$ cat config.mk
export PLATFORM = sky130hd
export DESIGN_NAME = xml_text_escaper
export DESIGN_NICKNAME = d
export VERILOG_FILES = /design/src/xte_pkg.sv /design/src/xte_front.sv /design/src/xte_queue.sv /design/src/xte_back.sv /design/src/xml_text_escaper.sv
export SDC_FILE = /design/constraint.sdc
export NUM_CORES = 1
export LEC_CHECK = 0
export BUFFER_PORTS_ARGS = -buffer_cell sky130_fd_sc_hd__buf_2
export CAP_MARGIN = 20
export CORE_MARGIN = 2
export CORE_UTILIZATION = 47
export CTS_CLUSTER_SIZE = 28
export DETAILED_ROUTE_END_ITERATION = 10
export PLACE_DENSITY = 0.69
export REMOVE_ABC_BUFFERS = 1
export SYNTH_ARGS = -nofsm -noshare
export SYNTH_HDL_FRONTEND = slang
export SYNTH_SLANG_ARGS = --single-unit
$ cat constraint.sdc
create_clock -name clk -period 3 [get_ports clk]
set_clock_uncertainty 0.05 [all_clocks]
set_input_delay 0.3 -clock clk [delete_from_list [all_inputs] [get_ports clk]]
set_output_delay 0.3 -clock clk [all_outputs]
set_load 0.02 [all_outputs]
$ cat src/xte_pkg.sv
// Package for the XML text escaper: item types, classification codes and
// the entity spelling table. No dependencies.
package xte_pkg;

    localparam int QDEPTH = 4;
    localparam int QAW    = $clog2(QDEPTH);

    typedef struct packed {
        logic [7:0] data_byte;
        logic       string_end;
    } in_item_t;

    typedef struct packed {
        logic [7:0] out_byte;
        logic       run_last;
        logic       string_done;
    } out_item_t;

    typedef enum logic [2:0] {
        KIND_PLAIN,
        KIND_AMP,
        KIND_LT,
        KIND_GT,
        KIND_QUOT,
        KIND_APOS
    } kind_t;

    // Classified item passed from the front to the back through the queue
    typedef struct packed {
        logic [7:0] data_byte;
        kind_t      kind;
        logic       string_end;
    } cls_item_t;

    // Number of output bytes for one classified item
    function automatic logic [2:0] ent_len(input kind_t kind);
        logic [2:0] len;
        case (kind)
            KIND_AMP:  len = 3'd5;
            KIND_LT:   len = 3'd4;
            KIND_GT:   len = 3'd4;
            KIND_QUOT: len = 3'd6;
            KIND_APOS: len = 3'd6;
            default:   len = 3'd1;
        endcase
        return len;
    endfunction

    // Byte idx of the entity spelling for kind
    function automatic logic [7:0] ent_char(input kind_t kind, input logic [2:0] idx);
        logic [7:0] c;
        c = 8'h3B; // ';' closes every entity
        case (kind)
            KIND_AMP:
            begin
                case (idx)
                    3'd0:    c = 8'h26;
                    3'd1:    c = 8'h61;
                    3'd2:    c = 8'h6D;
                    3'd3:    c = 8'h70;
                    default: c = 8'h3B;
                endcase
            end
            KIND_LT:
            begin
                case (idx)
                    3'd0:    c = 8'h26;
                    3'd1:    c = 8'h6C;
                    3'd2:    c = 8'h74;
                    default: c = 8'h3B;
                endcase
            end
            KIND_GT:
            begin
                case (idx)
                    3'd0:    c = 8'h26;
                    3'd1:    c = 8'h67;
                    3'd2:    c = 8'h74;
                    default: c = 8'h3B;
                endcase
            end
            KIND_QUOT:
            begin
                case (idx)
                    3'd0:    c = 8'h26;
                    3'd1:    c = 8'h71;
                    3'd2:    c = 8'h75;
                    3'd3:    c = 8'h6F;
                    3'd4:    c = 8'h74;
                    default: c = 8'h3B;
                endcase
            end
            KIND_APOS:
            begin
                case (idx)
                    3'd0:    c = 8'h26;
                    3'd1:    c = 8'h61;
                    3'd2:    c = 8'h70;
                    3'd3:    c = 8'h6F;
                    3'd4:    c = 8'h73;
                    default: c = 8'h3B;
                endcase
            end
            default:   c = 8'h3B;
        endcase
        return c;
    endfunction

endpackage

$ cat src/xte_front.sv
// Front end of the XML text escaper: classifies each input byte and tracks
// the UTF-8 continuation skip count. Depends on xte_pkg.
module xte_front (
    input  logic                 clk,
    input  logic                 rst_n,
    input  logic                 push,
    input  xte_pkg::in_item_t    raw,
    input  logic                 q_full,
    output logic                 q_push,
    output xte_pkg::cls_item_t   q_item
);
    import xte_pkg::*;

    logic [1:0] skip_reg;
    logic [1:0] skip_next;
    kind_t      kind;

    always_comb
    begin
        kind      = KIND_PLAIN;
        skip_next = skip_reg;
        if (skip_reg != 2'd0)
        begin
            skip_next = skip_reg - 2'd1;
        end
        else if (!raw.data_byte[7])
        begin
            case (raw.data_byte)
                8'h26:   kind = KIND_AMP;
                8'h3C:   kind = KIND_LT;
                8'h3E:   kind = KIND_GT;
                8'h22:   kind = KIND_QUOT;
                8'h27:   kind = KIND_APOS;
                default: kind = KIND_PLAIN;
            endcase
        end
        else if (raw.data_byte < 8'hE0)
        begin
            skip_next = 2'd1;
        end
        else if (raw.data_byte < 8'hF0)
        begin
            skip_next = 2'd2;
        end
        else
        begin
            skip_next = 2'd3;
        end
        // a cut-short sequence never leaks into the next string
        if (raw.string_end)
        begin
            skip_next = 2'd0;
        end
    end

    assign q_push            = push && !q_full;
    assign q_item.data_byte  = raw.data_byte;
    assign q_item.kind       = kind;
    assign q_item.string_end = raw.string_end;

    always_ff @(posedge clk or negedge rst_n)
    begin
        if (!rst_n)
        begin
            skip_reg <= 2'd0;
        end
        else if (q_push)
        begin
            skip_reg <= skip_next;
        end
    end

endmodule

$ cat src/xte_queue.sv
// Short queue of classified items between front and back of the escaper.
// Depends on xte_pkg.
module xte_queue (
    input  logic                 clk,
    input  logic                 rst_n,
    input  logic                 wr_en,
    input  xte_pkg::cls_item_t   wr_item,
    output logic                 q_full,
    input  logic                 rd_en,
    output xte_pkg::cls_item_t   rd_item,
    output logic                 q_empty
);
    import xte_pkg::*;

    cls_item_t      mem [QDEPTH];
    logic [QAW-1:0] wr_ptr_reg;
    logic [QAW-1:0] rd_ptr_reg;
    logic [QAW:0]   count_reg;
    logic           do_wr;
    logic           do_rd;

    assign q_full  = (count_reg == (QAW+1)'(QDEPTH));
    assign q_empty = (count_reg == '0);
    assign do_wr   = wr_en && !q_full;
    assign do_rd   = rd_en && !q_empty;
    assign rd_item = mem[rd_ptr_reg];

    always_ff @(posedge clk)
    begin
        if (do_wr)
        begin
            mem[wr_ptr_reg] <= wr_item;
        end
    end

    always_ff @(posedge clk or negedge rst_n)
    begin
        if (!rst_n)
        begin
            wr_ptr_reg <= '0;
            rd_ptr_reg <= '0;
            count_reg  <= '0;
        end
        else
        begin
            if (do_wr)
            begin
                wr_ptr_reg <= wr_ptr_reg + 1'b1;
            end
            if (do_rd)
            begin
                rd_ptr_reg <= rd_ptr_reg + 1'b1;
            end
            if (do_wr && !do_rd)
            begin
                count_reg <= count_reg + 1'b1;
            end
            else if (do_rd && !do_wr)
            begin
                count_reg <= count_reg - 1'b1;
            end
        end
    end

endmodule

$ cat src/xte_back.sv
// Back end of the XML text escaper: expands each classified item into its
// output bytes and holds one result in an output register. Depends on xte_pkg.
module xte_back (
    input  logic                 clk,
    input  logic                 rst_n,
    input  logic                 q_empty,
    input  xte_pkg::cls_item_t   q_item,
    output logic                 q_pop,
    output logic                 empty,
    input  logic                 pop,
    output xte_pkg::out_item_t   esc
);
    import xte_pkg::*;

    logic       out_valid_reg;
    out_item_t  out_reg;
    logic [2:0] idx_reg;
    logic [2:0] len;
    logic       load;
    logic       fin;
    logic [7:0] byte_sel;

    assign len      = ent_len(q_item.kind);
    assign fin      = (idx_reg == len - 3'd1);
    // output slot frees up when empty or being taken this cycle
    assign load     = (!out_valid_reg || pop) && !q_empty;
    assign q_pop    = load && fin;
    assign byte_sel = (q_item.kind == KIND_PLAIN) ? q_item.data_byte
                                                  : ent_char(q_item.kind, idx_reg);
    assign empty    = !out_valid_reg;
    assign esc      = out_reg;

    always_ff @(posedge clk)
    begin
        if (load)
        begin
            out_reg.out_byte    <= byte_sel;
            out_reg.run_last    <= fin;
            out_reg.string_done <= fin && q_item.string_end;
        end
    end

    always_ff @(posedge clk or negedge rst_n)
    begin
        if (!rst_n)
        begin
            out_valid_reg <= 1'b0;
            idx_reg       <= 3'd0;
        end
        else
        begin
            if (load)
            begin
                out_valid_reg <= 1'b1;
                idx_reg       <= fin ? 3'd0 : idx_reg + 3'd1;
            end
            else if (pop)
            begin
                out_valid_reg <= 1'b0;
            end
        end
    end

endmodule

$ cat src/xml_text_escaper.sv
// Top level of the XML text escaper: front classifier, item queue and back
// expander. Depends on xte_pkg, xte_front, xte_queue and xte_back.
//
// Bytes go in on the raw side (push/full) and escaped bytes come out on the
// esc side (empty/pop). A plain byte gives one output byte; '&' gives five,
// '<' and '>' four, '"' and '\'' six; the back end emits one byte per cycle
// unless its output register is held. Plain text flows at one byte per clock
// while the receiver pops, and a four-deep item queue keeps input flowing
// during entity expansion until it fills.
module xml_text_escaper (
    input  logic                 clk,
    input  logic                 rst_n,
    input  logic                 push,
    output logic                 full,
    input  xte_pkg::in_item_t    raw,
    output logic                 empty,
    input  logic                 pop,
    output xte_pkg::out_item_t   esc
);
    import xte_pkg::*;

    logic      q_push;
    logic      q_full;
    logic      q_pop;
    logic      q_empty;
    cls_item_t wr_item;
    cls_item_t rd_item;

    assign full = q_full;

    xte_front u_front (
        .clk    (clk),
        .rst_n  (rst_n),
        .push   (push),
        .raw    (raw),
        .q_full (q_full),
        .q_push (q_push),
        .q_item (wr_item)
    );

    xte_queue u_queue (
        .clk     (clk),
        .rst_n   (rst_n),
        .wr_en   (q_push),
        .wr_item (wr_item),
        .q_full  (q_full),
        .rd_en   (q_pop),
        .rd_item (rd_item),
        .q_empty (q_empty)
    );

    xte_back u_back (
        .clk     (clk),
        .rst_n   (rst_n),
        .q_empty (q_empty),
        .q_item  (rd_item),
        .q_pop   (q_pop),
        .empty   (empty),
        .pop     (pop),
        .esc     (esc)
    );

endmodule

Word-level counts from Yosys, hierarchy flattened
Memories as Yosys holds them, arrays and structs flattened.
Index checks and enable logic that the tools add are counted.
{"block": "word_totals", "out_inout_bits": 12, "ff_bits": 23, "mem_bits_rw": 48, "memories": 1, "elab_cells": 82, "in_bits": 13}
{"name": "u_queue.mem", "words": 4, "word_bits": 12, "rd": 1, "rd_ports_with_merged_regs": 0, "write_ports": 1, "line": "xte_queue.sv:15", "rtl": "cls_item_t mem [QDEPTH];"}
{"block": "classes", "n_addsub": 7, "eq_ne": 16, "n_reduce_logical": 24, "n_lt_le_gt_ge": 2, "n_mux": 23}
{"cell": "$pmux 7 s5", "count": 2}
{"cell": "$pmux 7 s3", "count": 2}
{"cell": "$eq 8x6->1 const B", "count": 5}
{"cell": "$pmux 8 s5", "count": 1}
{"cell": "$pmux 7 s4", "count": 1}
{"cell": "$lt 8x8->1 const B", "count": 2}
{"cell": "$mux 3", "count": 5}
{"cell": "$pmux 3 s5", "count": 1}
{"cell": "$eq 3x2->1 const B", "count": 4}
{"cell": "$eq 3x3->1 const B", "count": 4}
{"cell": "$logic_not 3->1", "count": 3}
{"cell": "$pmux 3 s3", "count": 1}
{"cell": "$logic_and 1x1->1", "count": 8}
{"cell": "$mux 2", "count": 4}
{"cell": "$mux 8", "count": 1}
{"cell": "$add 3x1->3 const B", "count": 2}
{"cell": "$eq 3x1->1 const B", "count": 2}
{"cell": "$reduce_bool 2->1", "count": 3}
{"cell": "$sub 3x1->3 const B", "count": 2}
{"cell": "$logic_not 1->1", "count": 5}
{"cell": "$mux 1", "count": 5}
{"cell": "$add 2x1->2 const B", "count": 2}
{"cell": "$reduce_or 2->1", "count": 2}
{"cell": "$eq 3x3->1", "count": 1}
{"cell": "other kinds (4)", "count": 4}

Logic depth before layout (Yosys ltp)
An unclocked memory read counts as a cell.
{"block": "logic_depth", "depth_word": 11, "depth_mapped": 12}

By module
From an unflattened synthesis, not the netlist that was laid out.
{"block": "unflattened", "hier_cells": 269, "hier_area_um2": 3595.9}
{"module": "xte_queue", "cells_each": 99, "area_per_inst_um2": 2164.6, "n_inst": 1}
{"module": "xte_back", "cells_each": 139, "area_per_inst_um2": 1182.4, "n_inst": 1}
{"module": "xte_front", "cells_each": 31, "area_per_inst_um2": 249.0, "n_inst": 1}

Worst setup path after synthesis
Ideal clock, no wire load.
{"block": "synth_path", "path_kind": "flip-flop to flip-flop", "startpoint": "reg u_queue.rd_ptr_reg[0]", "endpoint": "reg u_queue.count_reg[2]", "arrival_ns": 2.763, "required_ns": 2.871, "path_stages_with_launch": 12, "path_slack_ns": 0.108, "period_less_slack_ns": 2.892, "path_buffers": 1, "path_cell_list": "dfrtp_1 buf_6 mux4_2 nor4b_1 or4_4 nand3_1 ha_1 inv_1 fa_1 xor2_1 nor2_1 xor2_1"}
{"block": "synth_between", "elab_chain_len": 11, "word_cells_on_any_way": 18, "cone_classes": "add/sub (1); eq/ne (6); mux (2); reduce/logical (8); memory (1)"}
{"item": "from (decl)", "line": "xte_queue.sv:17", "rtl": "logic [QAW-1:0] rd_ptr_reg;"}
{"item": "from (signal assigned)", "line": "xte_queue.sv:52", "rtl": "rd_ptr_reg <= rd_ptr_reg + 1'b1;"}
{"item": "$mem_v2 4x12 *"}
{"item": "$eq 3x3->1 / $eq 3x2->1 (equally long branches)", "line": "xte_pkg.sv:38", "rtl": "case (kind)"}
{"item": "$reduce_or 2->1 (no line)"}
{"item": "$pmux 3 s3 *", "line": "xte_pkg.sv:38"}
{"item": "$sub 3x1->3 *", "line": "xte_back.sv:24", "rtl": "assign fin = (idx_reg == len - 3'd1);"}
{"item": "$eq 3x3->1 *", "line": "xte_back.sv:24"}
{"item": "$logic_and 1x1->1 *", "line": "xte_back.sv:27", "rtl": "assign q_pop = load && fin;"}
{"item": "$logic_and 1x1->1 *", "line": "xte_queue.sv:25", "rtl": "assign do_rd = rd_en && !q_empty;"}
{"item": "$logic_not 1->1", "line": "xte_queue.sv:54", "rtl": "if (do_wr && !do_rd)"}
{"item": "$logic_and 1x1->1", "line": "xte_queue.sv:54"}
{"item": "$mux 3 / $reduce_bool 2->1 (equally long branches)"}
{"item": "to (signal assigned)", "line": "xte_queue.sv:56", "rtl": "count_reg <= count_reg + 1'b1;"}
{"item": "to (signal assigned)", "line": "xte_queue.sv:60", "rtl": "count_reg <= count_reg - 1'b1;"}
{"item": "to (decl)", "line": "xte_queue.sv:18", "rtl": "logic [QAW:0] count_reg;"}
Mark *: on every way between the ends. The rest lies on a longest branch, timed or not.
A chain may end at the register's enable or synchronous reset.

Final worst setup path
Same ends and word-level chain as after synthesis.

==> results.yml <==
cells_and_area:
  largest_reg_flops: 48
  top_register: "u_queue.mem"
  fin_util: 0.569
  final_area_um2: 3910
  final_nets: 308
  regArea_um2: 2070
  antenna_cells: 0
  syn_to_final_growth_pct: 15.5
  fillerInstances: 565
  multi_input_area_um2: 1250
  drive_gt1_frac: 0.263
  fin_cells: 385
grt:
  grt_pass1_vias: 2092
  antenna_found_initial: 0
  grt_pass1_wl_um: 10500
  overflow: 0
  grtUsageTotal: 0.183
  grt_max_degree: 22
synthesis:
  synth_area_leaders: "edfxtp_1 51%, dfrtp_1 9.6%, mux4_2 8.0%, ha_1 3.7%, nor2_1 2.1%"
  netlist_instances: 248
  yosys_warnings: 0
  synth_flop_cell: "edfxtp_1"
  syn_area_per_cell_um2: 13.7
  synth_area_um2: 3390
  synthArstFlopShare: 0.183
  synth.top_cell.area_share: 0.514
  synth-seq-cells: 71
  synth-edff-count: 58
  ys_seq_area_frac: 0.610
  synth.distinct_cells: 52
  synth_top_area_cell: "edfxtp_1"
place:
  hpwl_um: 4310
  post-place-cells: 367
  routabilityCongestion: 0.848
  place.port_buffers: 24
  dpl_cell_area_um2: 3660
run:
  drv_cap: 0
setup_path:
  critPathRequiredTime_ps: 3220
  cpMaxStageDelayCell: "or4_4"
  startpoint: "u_queue.rd_ptr_reg[0]"
  cp_top_family: "simple AND/OR/NAND/NOR gates"
  r2r_start: "u_queue.rd_ptr_reg[0]"
  cp_max_fo: 4
  reg2reg_slack_ps: 160
  r2r_cells: 10
  crit_path_cell_trace: "mux4_2 > nor4b_1 > or4_4 > nand3_4 > ha_4 > inv_1 > fa_2 > xor2_1 > nor2_1 > xor2_1"
  max_stage_delay_ps: 590
  r2r_end: "u_queue.count_reg[2]"
  cpMostUsedCell: "xor2_1"
  critPathKind: "register to register"
  crit_end: "u_queue.count_reg[2]"
  critPathBufInv: 1
  worst-path-stages: 10
  arrival_ps: 3060
  end_kind: "register"
  start_kind: "register"
power:
  p_leak_nw: 1.44
  vdd_drop_max_mv: 0.433
  power.density_nw_per_um2: 1080
  power_w: 0.00422
clock_tree:
  htreeDepth: 3
  clkLatencyLatePin_ps: 340
  clk_pin_slew_worst_paths_ps: 80
  cts_sinks: 71
  cts-root-buf: "clkbuf_8"
  clock_path_buffers: 2
  cts_tree: "yes"
  cts-buffers-inserted: 9
timing:
  finalCritPeriodShare: 0.947
  fmax_mhz: 352
  period_minus_slack_ps: 2840
  slew_headroom: 0.567
  holdWs_ps: 101
  worst_pin_slew_ps: 650
  drv_slew: 0
  setup_violations: 0
  rsz0062_at_grt: "false"
  finalHoldViolCount: 0
floorplan:
  rows: 30
  chipHeight_um: 88.9
  die_w_um: 88.9
  io_pins: 25
  start_util: 0.493
  coreArea_um2: 6870
  die_area_um2: 7900
detailed_routing:
  drtIter0Drc: 106
  wl_per_cell_um: 16.6
  drt-pass1-iter-count: 4
  vias: 2160
  avgViaCountPerCell: 5.61
  postRouteAntennaNets: 0
  drcViolationCount: 0
  finalWirelength_um: 6390
hold_path:
  hold_path.class: "input port to register"
outcome:
  status: "finished, final reports clean"
through the flow:
| step | setup TNS (ps) | setup slack [ps] |
|---|---|---|
| 4_1_cts | 0 | 30.9 |
| 5_1_grt | 0 | 17.0 |
| 3_5_place_dp | 0 | 10.3 |
| 2_1_floorplan | -904 | -478 |
| 6_report | 0 | 160 |
| 3_3_place_gp | 0 | 66.4 |
cells by family after synthesis:
family,Yosys count,synth area share
flip-flops,71,0.610
multiplexers,13,0.0831
adder cells (fa/ha/maj),11,0.0429
XOR/XNOR,7,0.0181
AND/OR/NAND/NOR,74,0.118
buffers and inverters,25,0.0303
AO/OA/AOI/OAI,47,0.0975
synthesized netlist by cell type, types with 5 or more instances:
| library cell | instances |
|---|---|
| a21oi_1 | 8 |
| clkbuf_1 | 10 |
| dfrtp_1 | 13 |
| edfxtp_1 | 58 |
| ha_1 | 10 |
| inv_1 | 12 |
| mux4_2 | 12 |
| nand2_1 | 14 |
| nor2_1 | 19 |
| nor3_1 | 5 |
| o21ai_0 | 12 |
| xnor2_1 | 5 |
layout make-up:
type | instances | share of cell area
clock buffers | 11 | 0.0361
well taps | 96 | 0.0307
multi-input cells | 152 | 0.320
flip-flops and latches | 71 | 0.529
clock inverters | 5 | 0.0147
inverters | 13 | 0.0125
repair buffers | 37 | 0.0573
metal layers:
metal | share of wire | GRT usage | routed length, um
met1 | 0.44 | 0.244 | 2790
met2 | 0.50 | 0.288 | 3210
met4 | 0.019 | 0.0895 | 123
met3 | 0.042 | 0.0360 | 267
met5 | 0 | 0 | 0
power breakdown:
group / internal [W] / total [W] / switching, W
Sequential: 0.00140 / 0.00154 / 0.000137
Combinational: 0.000824 / 0.00190 / 0.00108
Clock: 0.000409 / 0.000777 / 0.000368
cell usage in the layout, fill, tap and decap left out, types with 2 or more instances in the layout:
cell / netlist / layout
edfxtp_1: 58 / 58
buf_2: 1 / 24
nor2_1: 19 / 19
nand2_1: 14 / 14
inv_1: 12 / 12
o21ai_0: 12 / 12
mux4_2: 12 / 12
dfrtp_1: 13 / 12
buf_4: 0 / 11
clkbuf_8: 0 / 10
ha_1: 10 / 9
a21oi_1: 8 / 8
nor3_1: 5 / 5
xnor2_1: 5 / 5
nand2b_1: 4 / 4
and2_1: 4 / 4
o31ai_1: 4 / 4
a211oi_1: 4 / 4
nor4b_1: 4 / 3
nand3_1: 4 / 3
nor2b_1: 3 / 3
nor3b_1: 2 / 2
or2_2: 2 / 2
a21boi_0: 2 / 2
o2bb2ai_1: 2 / 2
or3_1: 2 / 2
a2111oi_0: 2 / 2
and3_1: 2 / 2
o22ai_1: 2 / 2
nand4_1: 2 / 2
xor2_1: 2 / 2
clkinv_2: 0 / 2
repair_timing:
item / in CTS / in global routing
hold buffers: 1 / 0
pin swaps: 0 / 3
endpoints found under the setup margin: 2 / 2
resized for setup: 2 / 6
cloned: 0 / 0
buffers inserted: 0 / 1
endpoints found under the hold margin: 13 / 0
worst reg2reg max path: stages, from the launching register on:
cell and delay (ps):
dfrtp_2 410, mux4_2 520, nor4b_1 160, or4_4 590
nand3_4 100, ha_4 140, inv_1 50, fa_2 330
xor2_1 160, nor2_1 130, xor2_1 150
worst min-delay path by stage:
stage	start	to	depth (start not counted)
2_1_floorplan	rst_n	u_back.idx_reg[0]	0
3_3_place_gp	rst_n	u_back.idx_reg[0]	1
3_5_place_dp	rst_n	u_back.out_valid_reg	1
4_1_cts	pop	u_back.out_valid_reg	2
5_1_grt	pop	u_back.out_valid_reg	2
6_report	pop	u_back.out_valid_reg	2
Note: power is estimated with default switching activity, not from simulation.
